==> src/rtl/core/bve_pkg.sv <==
// Shared types, operation codes and microcode field codes for the bounded vector engine.
// No dependencies; every other file in rtl/core imports this package.
package bve_pkg;

   // Fixed field widths of the request and response words.
   localparam int OP_W          = 3;
   localparam int VALUE_W       = 32;
   localparam int IDX_W         = 8;
   localparam int CNT_OUT_W     = 9;
   localparam int STEP_W        = 4;
   localparam int DEFAULT_DEPTH = 256;

   typedef logic [OP_W-1:0]   op_type;
   typedef logic [STEP_W-1:0] step_type;
   typedef logic [3:0]        act_type;
   typedef logic [2:0]        cond_type;

   // Request operation codes.
   localparam op_type OP_PUSH   = 3'd0;
   localparam op_type OP_POP    = 3'd1;
   localparam op_type OP_CLEAR  = 3'd2;
   localparam op_type OP_ERASE  = 3'd3;
   localparam op_type OP_DELVAL = 3'd4;
   localparam op_type OP_GET    = 3'd5;

   // Datapath actions carried in each control word.
   localparam act_type ACT_NONE        = 4'd0;
   localparam act_type ACT_PUSH        = 4'd1;
   localparam act_type ACT_POP         = 4'd2;
   localparam act_type ACT_CLEAR       = 4'd3;
   localparam act_type ACT_INIT_ERASE  = 4'd4;
   localparam act_type ACT_INIT_DELVAL = 4'd5;
   localparam act_type ACT_COMPACT     = 4'd6;
   localparam act_type ACT_SET_COUNT   = 4'd7;
   localparam act_type ACT_READ_IDX    = 4'd8;
   localparam act_type ACT_CAPTURE     = 4'd9;

   // Jump conditions; when the condition is false the step counter advances by one.
   localparam cond_type COND_NEXT     = 3'd0;
   localparam cond_type COND_ALWAYS   = 3'd1;
   localparam cond_type COND_NO_START = 3'd2;
   localparam cond_type COND_FULL     = 3'd3;
   localparam cond_type COND_EMPTY    = 3'd4;
   localparam cond_type COND_IDX_BAD  = 3'd5;
   localparam cond_type COND_LOOP     = 3'd6;
   localparam cond_type COND_DISPATCH = 3'd7;

   // Part of the control word that drives the datapath.
   typedef struct packed {
      act_type act;
      logic    finish;
      logic    ok;
   } ctrl_type;

   // One full microcode word.
   typedef struct packed {
      ctrl_type ctrl;
      cond_type cond;
      step_type target;
   } ucode_type;

   // Status flags that the sequencer tests for its jumps.
   typedef struct packed {
      op_type op;
      logic   full;
      logic   empty;
      logic   idx_bad;
      logic   loop_more;
   } status_type;

endpackage

==> src/rtl/core/bve_seq.sv <==
// Microcode sequencer: step counter, control-word ROM and jump logic.
// Depends on bve_pkg for the control word, status and code definitions.
module bve_seq
   import bve_pkg::*;
(
   input  logic       clock,
   input  logic       reset,
   input  logic       start,
   input  status_type status,
   output logic       busy,
   output ctrl_type   ctrl
);

   // Step addresses of the microprogram.
   localparam step_type ST_IDLE        = 4'd0;
   localparam step_type ST_DISPATCH    = 4'd1;
   localparam step_type ST_PUSH_CHK    = 4'd2;
   localparam step_type ST_PUSH_DO     = 4'd3;
   localparam step_type ST_POP_CHK     = 4'd4;
   localparam step_type ST_POP_DO      = 4'd5;
   localparam step_type ST_CLEAR       = 4'd6;
   localparam step_type ST_ERASE_CHK   = 4'd7;
   localparam step_type ST_ERASE_INIT  = 4'd8;
   localparam step_type ST_DELVAL_INIT = 4'd9;
   localparam step_type ST_COMPACT     = 4'd10;
   localparam step_type ST_COMPACT_END = 4'd11;
   localparam step_type ST_GET_CHK     = 4'd12;
   localparam step_type ST_GET_READ    = 4'd13;
   localparam step_type ST_GET_DONE    = 4'd14;
   localparam step_type ST_FAIL        = 4'd15;

   step_type  step_ff, step_in;
   ucode_type uword;
   step_type  jump_target;
   logic      jump_hit;

   // Control store: one word per step.
   always_comb begin
      uword = '{ctrl: '{act: ACT_NONE, finish: 1'b0, ok: 1'b0},
                cond: COND_NEXT, target: ST_IDLE};
      unique case (step_ff)
         ST_IDLE: begin
            uword.cond   = COND_NO_START;
            uword.target = ST_IDLE;
         end
         ST_DISPATCH: begin
            uword.cond = COND_DISPATCH;
         end
         ST_PUSH_CHK: begin
            uword.cond   = COND_FULL;
            uword.target = ST_FAIL;
         end
         ST_PUSH_DO: begin
            uword.ctrl = '{act: ACT_PUSH, finish: 1'b1, ok: 1'b1};
            uword.cond = COND_ALWAYS;
         end
         ST_POP_CHK: begin
            uword.cond   = COND_EMPTY;
            uword.target = ST_FAIL;
         end
         ST_POP_DO: begin
            uword.ctrl = '{act: ACT_POP, finish: 1'b1, ok: 1'b1};
            uword.cond = COND_ALWAYS;
         end
         ST_CLEAR: begin
            uword.ctrl = '{act: ACT_CLEAR, finish: 1'b1, ok: 1'b1};
            uword.cond = COND_ALWAYS;
         end
         ST_ERASE_CHK: begin
            uword.cond   = COND_IDX_BAD;
            uword.target = ST_FAIL;
         end
         ST_ERASE_INIT: begin
            uword.ctrl.act = ACT_INIT_ERASE;
            uword.cond     = COND_ALWAYS;
            uword.target   = ST_COMPACT;
         end
         ST_DELVAL_INIT: begin
            uword.ctrl.act = ACT_INIT_DELVAL;
         end
         ST_COMPACT: begin
            uword.ctrl.act = ACT_COMPACT;
            uword.cond     = COND_LOOP;
            uword.target   = ST_COMPACT;
         end
         ST_COMPACT_END: begin
            uword.ctrl = '{act: ACT_SET_COUNT, finish: 1'b1, ok: 1'b1};
            uword.cond = COND_ALWAYS;
         end
         ST_GET_CHK: begin
            uword.cond   = COND_IDX_BAD;
            uword.target = ST_FAIL;
         end
         ST_GET_READ: begin
            uword.ctrl.act = ACT_READ_IDX;
         end
         ST_GET_DONE: begin
            uword.ctrl = '{act: ACT_CAPTURE, finish: 1'b1, ok: 1'b1};
            uword.cond = COND_ALWAYS;
         end
         ST_FAIL: begin
            uword.ctrl = '{act: ACT_NONE, finish: 1'b1, ok: 1'b0};
            uword.cond = COND_ALWAYS;
         end
         default: ;
      endcase
   end

   // Entry point of each operation's routine; unused codes report a failure.
   always_comb begin
      jump_target = uword.target;
      if (uword.cond == COND_DISPATCH) begin
         unique case (status.op)
            OP_PUSH:   jump_target = ST_PUSH_CHK;
            OP_POP:    jump_target = ST_POP_CHK;
            OP_CLEAR:  jump_target = ST_CLEAR;
            OP_ERASE:  jump_target = ST_ERASE_CHK;
            OP_DELVAL: jump_target = ST_DELVAL_INIT;
            OP_GET:    jump_target = ST_GET_CHK;
            default:   jump_target = ST_FAIL;
         endcase
      end
   end

   // Jump condition select.
   always_comb begin
      unique case (uword.cond)
         COND_NEXT:     jump_hit = 1'b0;
         COND_ALWAYS:   jump_hit = 1'b1;
         COND_NO_START: jump_hit = !start;
         COND_FULL:     jump_hit = status.full;
         COND_EMPTY:    jump_hit = status.empty;
         COND_IDX_BAD:  jump_hit = status.idx_bad;
         COND_LOOP:     jump_hit = status.loop_more;
         COND_DISPATCH: jump_hit = 1'b1;
         default:       jump_hit = 1'b0;
      endcase
   end

   assign step_in = jump_hit ? jump_target : step_ff + STEP_W'(1);

   // Step counter.
   always_ff @(posedge clock) begin
      if (reset) begin
         step_ff <= ST_IDLE;
      end else begin
         step_ff <= step_in;
      end
   end

   assign busy = (step_ff != ST_IDLE);
   assign ctrl = uword.ctrl;

endmodule

==> config.mk <==
export PLATFORM = sky130hd
export DESIGN_NAME = bve_seq
export DESIGN_NICKNAME = d
export VERILOG_FILES = /design/src/rtl/core/bve_pkg.sv /design/src/rtl/core/bve_seq.sv
export SDC_FILE = /design/constraint.sdc
export NUM_CORES = 1
export LEC_CHECK = 0
export BUFFER_PORTS_ARGS = -buffer_cell sky130_fd_sc_hd__buf_2
export CORE_AREA = 2 2 39 41
export DETAILED_ROUTE_END_ITERATION = 16
export DIE_AREA = 0 0 41 43
export GPL_TIMING_DRIVEN = 1
export HOLD_SLACK_MARGIN = 0.1
export PLACE_DENSITY_LB_ADDON = 0.1
export SYNTH_ARGS = -nofsm -noshare
export SYNTH_HDL_FRONTEND = slang
export SYNTH_SLANG_ARGS = --single-unit
==> constraint.sdc <==
create_clock -name clock -period 2.8 [get_ports clock]
set_input_delay 0.14 -clock clock [delete_from_list [all_inputs] [get_ports clock]]
set_output_delay 0.14 -clock clock [all_outputs]
set_load 0.005 [all_outputs]
==> impl_metrics.yaml, run 1 <==
sta:
  min_period_ns: 2.422
  finalSetupViolations: 0
  hold_viol: 0
  layout_setup_ws_ns: 0.3775
  rsz0062_at_grt: "false"
  worstMarginPinSlew_ns: 0.5899
  max_freq_mhz: 412.8
  period_share: 0.8652
  tns_ns: 0
  skew_ns: 0.00004646
  drv_slew: 0
  relSlewSlack: 0.6062
placement:
  hpwlAfterDp_mm: 1.162
  numPortBuffers: 16
  place.gp.congestion: 0.7448
  pre_cts_ws_ns: 0.4052
routing:
  drc_errors: 0
  drtPass1Iterations: 4
  drtAntennaViolNets: 0
  drt_wl_total_mm: 1.539
  wire_per_inst_um: 12.61
  drtIter0Drc: 10
  drt-vias-per-instance: 5.557
  num_vias: 678
synth:
  ys_types: 35
  yosys_register_bits: 4
  synthXorXnorAreaFrac: 0.02750
  async_reset_ff_frac: 0
  avgSynthCellArea_sq_um: 6.775
  synth.area.mux_share: 0.04126
  synth_top_family_by_area: "compound AO/OA/AOI/OAI gates"
  yosysSeqAreaShare: 0.1257
  yosysWarnings: 0
  netlist_area_sq_um: 636.9
  synth_area_leaders: "dfxtp_1, ha_1, a21oi_1, o21ai_0, nand2_1"
  yosys.area_share.simple: 0.2770
  synthAdderAreaFrac: 0.07859
  synth_top_area_share: 0.1257
  syn_inst: 94
  ys_top_cells_by_count: "nand2_1, nor2_1, a21oi_1, o21ai_0, inv_1"
  synth_edf_count: 0
  synth_compound_area_frac: 0.3497
  yosysMostFrequentCell: "nand2_1"
  synth_largest_area_cell: "dfxtp_1"
  yosys_most_used_dff: "dfxtp_1"
  syn_nets: 108
clock_network:
  cts_root_buf: "clkbuf_4"
  cts_setup_buffers: 0
  clkLatencyLatePin_ns: 0.23
  clk_pin_slew_ns: 0.03
  tritoncts: "done"
  cts_htree_levels: 1
  ctsResizeCount: 0
  hold_buffers: 0
  cts_sinks: 4
  clk_path_buf_depth: 2
  cts_buffers: 3
grt:
  grt_pass1_vias: 618
  grt_pass1_wl_mm: 2.573
  grt_max_degree: 20
  antenna_found_initial: 0
  track_usage: 0.2166
  overflow: 0
worst_setup_path:
  crit_arrival_ns: 2.54
  cp-startpoint: "step_ff[0]"
  rrSetupSlack_ns: 0.38
  r2r_cells: 8
  start_kind: "flop"
  critPathKind: "reg2reg"
  required_ns: 2.92
  r2r-start: "step_ff[0]"
  cp-end-kind: "flop"
  crit_end: "step_ff[0]"
  rr_endpoint: "step_ff[0]"
  path_max_fanout: 14
finish:
  antennaDiodeCount: 0
  fin_nets: 122
  multi_input_area_sq_um: 493.0
  drive_above_1_share: 0.2453
  fill_cells: 158
  seq_area_sq_um: 80.08
  largest-register: "step_ff"
  reg_top3: "step_ff (4)"
  largest_reg_flops: 4
  area_growth_pct: 13.36
floorplanning:
  initial_core_util: 0.4602
  die-area_sq_um: 1763
  pin_count: 17
  die_x_um: 41
  rows: 14
  die_y_um: 43
  core-area_sq_um: 1384
pwr:
  leakagePower_nw: 0.3141
  intPower_mw: 0.4013
  switchingPower_mw: 0.3987
  swShare: 0.4984
  power_per_cell_area_nw_per_um2: 1108
  pwr-share-clk: 0.087
  combPwrFrac: 0.741
  peakVddDrop_uv: 513.5
  p_seq_frac: 0.173
run:
  max_cap_violations: 0
status:
  outcome: "completed"
min_path:
  min_path_type: "in2reg"
==> worst max-delay path: stages, from the launching register on <==
cell and delay, ns:
dfxtp_1 0.39, inv_1 0.08, ha_1 0.36, or4b_4 0.59, o21ai_2 0.09, a32o_1 0.18
a21oi_1 0.06, or2_4 0.27, mux2_4 0.30
==> placed cells by master (no fill, tap or decap), types with 2 or more instances in the layout <==
| cell type | instances |
|---|---|
| buf_2 | 16 |
| a211oi_1 | 2 |
| clkbuf_4 | 3 |
| o21ai_0 | 9 |
| inv_1 | 7 |
| nor2_1 | 10 |
| nand3_1 | 3 |
| nor2b_1 | 3 |
| nand2_1 | 11 |
| ha_1 | 4 |
| a21o_1 | 2 |
| dfxtp_1 | 4 |
| a21oi_1 | 9 |
| a221oi_2 | 2 |
| nand2b_1 | 2 |
==> per-layer routing <==
layer | routed length, um | track usage
met1 | 722 | 0.2308
met5 | 0 | 0
met2 | 722 | 0.3656
met3 | 64 | 0.03141
met4 | 30 | 0.1400
==> worst min-delay path by stage <==
stage | cells after the start | start | to
global placement | 2 | reset | step_ff[1]
CTS | 2 | reset | step_ff[1]
finish | 2 | reset | step_ff[1]
global route | 2 | reset | step_ff[3]
detailed placement | 2 | reset | step_ff[1]
floorplan | 1 | reset | step_ff[1]
==> metrics by stage <==
| step | util | total power, mW | std cells | instance area (sq um) | hold slack, ns |
|---|---|---|---|---|---|
| final | 0.5217 | 0.8000 | 122 | 721.9 | 0.1411 |
| after CTS | 0.5217 | 0.8014 | 122 | 721.9 | 0.1370 |
| after global routing | 0.5217 | 0.8927 | 122 | 721.9 | 0.1434 |
| after detailed placement | 0.5054 | 0.7278 | 119 | 699.4 | 0.3861 |
| after global placement | 0.5054 | 0.7244 | 119 | 699.4 | 0.3838 |
| after floorplan | - | 0.6149 | 94 | 636.9 | 0.2062 |
==> logic make-up after synthesis <==
kind of cell               after synthesis
adders and majority gates                4
DFF                                      4
and+or+nand+nor                         35
xor gates and xnor gates                 2
AOI/OAI and AO/OA                       33
buffers and inverters                   14
muxes                                    2
==> cell type report <==
cell class              count  area share
multi-input cells          76      0.6828
flip-flops and latches      4      0.1109
repair buffers             16      0.1109
well taps                  16     0.02773
inverters                   7     0.03640
clock buffers               3     0.03120
==> power by group through the flow <==
stage	registers, mW	clock network [mW]	logic [mW]
after floorplan	0.0942	0	0.521
after global placement	0.138	0	0.586
after detailed placement	0.138	0	0.590
after CTS	0.137	0.0727	0.592
after global routing	0.146	0.0823	0.665
final	0.138	0.0695	0.592
Power figures use the tool's default switching activity.
==> run 2, diff against run 1 <==
--- a/config.mk
+++ b/config.mk
@@ -7,3 +7,2 @@
 export LEC_CHECK = 0
-export BUFFER_PORTS_ARGS = -buffer_cell sky130_fd_sc_hd__buf_2
 export CORE_AREA = 2 2 39 41
@@ -11,2 +10,3 @@
 export DIE_AREA = 0 0 41 43
+export DONT_BUFFER_PORTS = 1
 export GPL_TIMING_DRIVEN = 1
==> constraint.sdc (replaced) <==
create_clock -name clock -period 2.8 [get_ports clock]
set_input_delay 0.56 -clock clock [delete_from_list [all_inputs] [get_ports clock]]
set_output_delay 0.56 -clock clock [all_outputs]
set_load 0.005 [all_outputs]
==> impl_metrics.yaml, run 2 (same netlist as run 1, synthesis figures left out) <==
sta:
  period_share: 0.8548
  drv_slew: 0
  tns_ns: 0
  layout_setup_ws_ns: 0.4066
  max_freq_mhz: 417.8
  min_period_ns: 2.393
  hold_viol: 0
  worstMarginPinSlew_ns: 0.5500
  skew_ns: 0.0005641
  finalSetupViolations: 0
  relSlewSlack: 0.6328
  rsz0062_at_grt: "false"
finish:
  antennaDiodeCount: 0
  final_common_cell: "nand2_1"
  area_growth_pct: 1.965
  drive_above_1_share: 0.1209
  layout_common_cells: "nand2_1, nor2_1, a21oi_1, o21ai_0, inv_1"
  largest_reg_flops: 4
  largest-register: "step_ff"
  fill_cells: 147
  reg_top3: "step_ff (4)"
  fin_nets: 107
pwr:
  leakagePower_nw: 0.2488
  power_per_cell_area_nw_per_um2: 1179
  peakVddDrop_uv: 557.3
  power_mw: 0.7656
routing:
  drt_wl_total_mm: 1.474
  drtPass1Iterations: 4
  drtIter0Drc: 11
  num_vias: 640
  drc_errors: 0
  drt-vias-per-instance: 5.981
  wire_per_inst_um: 13.78
  drtAntennaViolNets: 0
clock_network:
  cts_root_buf: "clkbuf_4"
  cts_buffers: 3
  clk_pin_slew_ns: 0.03
  cts_sinks: 4
  cts_setup_buffers: 0
  clk_path_buf_depth: 2
  hold_buffers: 0
  ctsResizeCount: 0
  cts_htree_levels: 1
  tritoncts: "done"
  clkLatencyLatePin_ns: 0.23
worst_setup_path:
  r2r_cells: 8
  start_kind: "flop"
  crit_buf_inv: 1
  crit_arrival_ns: 2.51
  cp_top_family: "simple AND/OR/NAND/NOR gates"
  path_max_fanout: 14
  cp-end-kind: "flop"
  slowest_stage: "or4b_4"
  cpPeakStageDelay_ns: 0.58
  crit_cells: 8
  critPathKind: "reg2reg"
  required_ns: 2.92
  path_cells: "inv_1 > ha_1 > or4b_4 > o21ai_2 > a32o_1 > a21oi_1 > or2_4 > mux2_4"
floorplanning:
  initial_core_util: 0.4602
  rows: 14
  pin_count: 17
  die_x_um: 41
  die-area_sq_um: 1763
  core-area_sq_um: 1384
  die_y_um: 43
run:
  max_cap_violations: 0
status:
  outcome: "completed"
placement:
  numPortBuffers: 0
  hpwlAfterDp_mm: 1.123
  pre_cts_ws_ns: 0.4216
  place.gp.congestion: 0.7452
min_path:
  hold_depth: 1
  min_path_type: "in2reg"
grt:
  grt_pass1_wl_mm: 2.325
  grt_pass1_vias: 595
  track_usage: 0.1964
  overflow: 0
  grt_max_degree: 18
  antenna_found_initial: 0
==> run 2: changes by cell type in the layout (fill, tap and decap cells not counted) <==
cell,change
buf_4,+1
buf_2,-16
==> run 2: final cells by class <==
cell class | instances | area, sq um | share of cell area
Sequential cell | 4 | 80.08 | 0.1233
Multi-Input combinational cell | 76 | 493.0 | 0.7592
Tap cell | 16 | 20.02 | 0.03083
Timing Repair Buffer | 1 | 7.507 | 0.01156
Clock buffer | 3 | 22.52 | 0.03468
Inverter | 7 | 26.28 | 0.04046
==> run 2: metal layers <==
metal / up-vias / routed length, um / share of wire / global-route usage
met5: - / 0 / 0 / 0
met4: 0 / 35 / 0.024 / 0.1400
met3: 4 / 79 / 0.054 / 0.03665
met2: 20 / 676 / 0.46 / 0.3031
met1: 288 / 682 / 0.46 / 0.2268
li1: 328 / - / - / -
==> run 2: power by group <==
group / switching (mW) / internal [mW]
Clock: 0.0214 / 0.0478
Sequential: 0.0470 / 0.0812
Combinational: 0.318 / 0.251
Total: 0.386 / 0.379
==> run 2: final timing paths <==
path | from | endpoint | slack (ns)
worst max-delay path | step_ff[0] | step_ff[0] | 0.41
worst min-delay path | reset | step_ff[1] | 0.39
worst max register to register | step_ff[0] | step_ff[0] | 0.41
worst min register to register | step_ff[0] | step_ff[0] | 0.61
==> run 2: metrics by stage <==
| stage | cell area (sq um) | hold WS, ns | util | std cells |
|---|---|---|---|---|
| 2_1_floorplan | 636.9 | 0.5808 | - | 94 |
| 3_3_place_gp | 626.9 | 0.6181 | 0.4530 | 104 |
| 3_5_place_dp | 626.9 | 0.6082 | 0.4530 | 104 |
| 4_1_cts | 649.4 | 0.3808 | 0.4693 | 107 |
| 5_1_grt | 649.4 | 0.3756 | 0.4693 | 107 |
| 6_report | 649.4 | 0.3892 | 0.4693 | 107 |
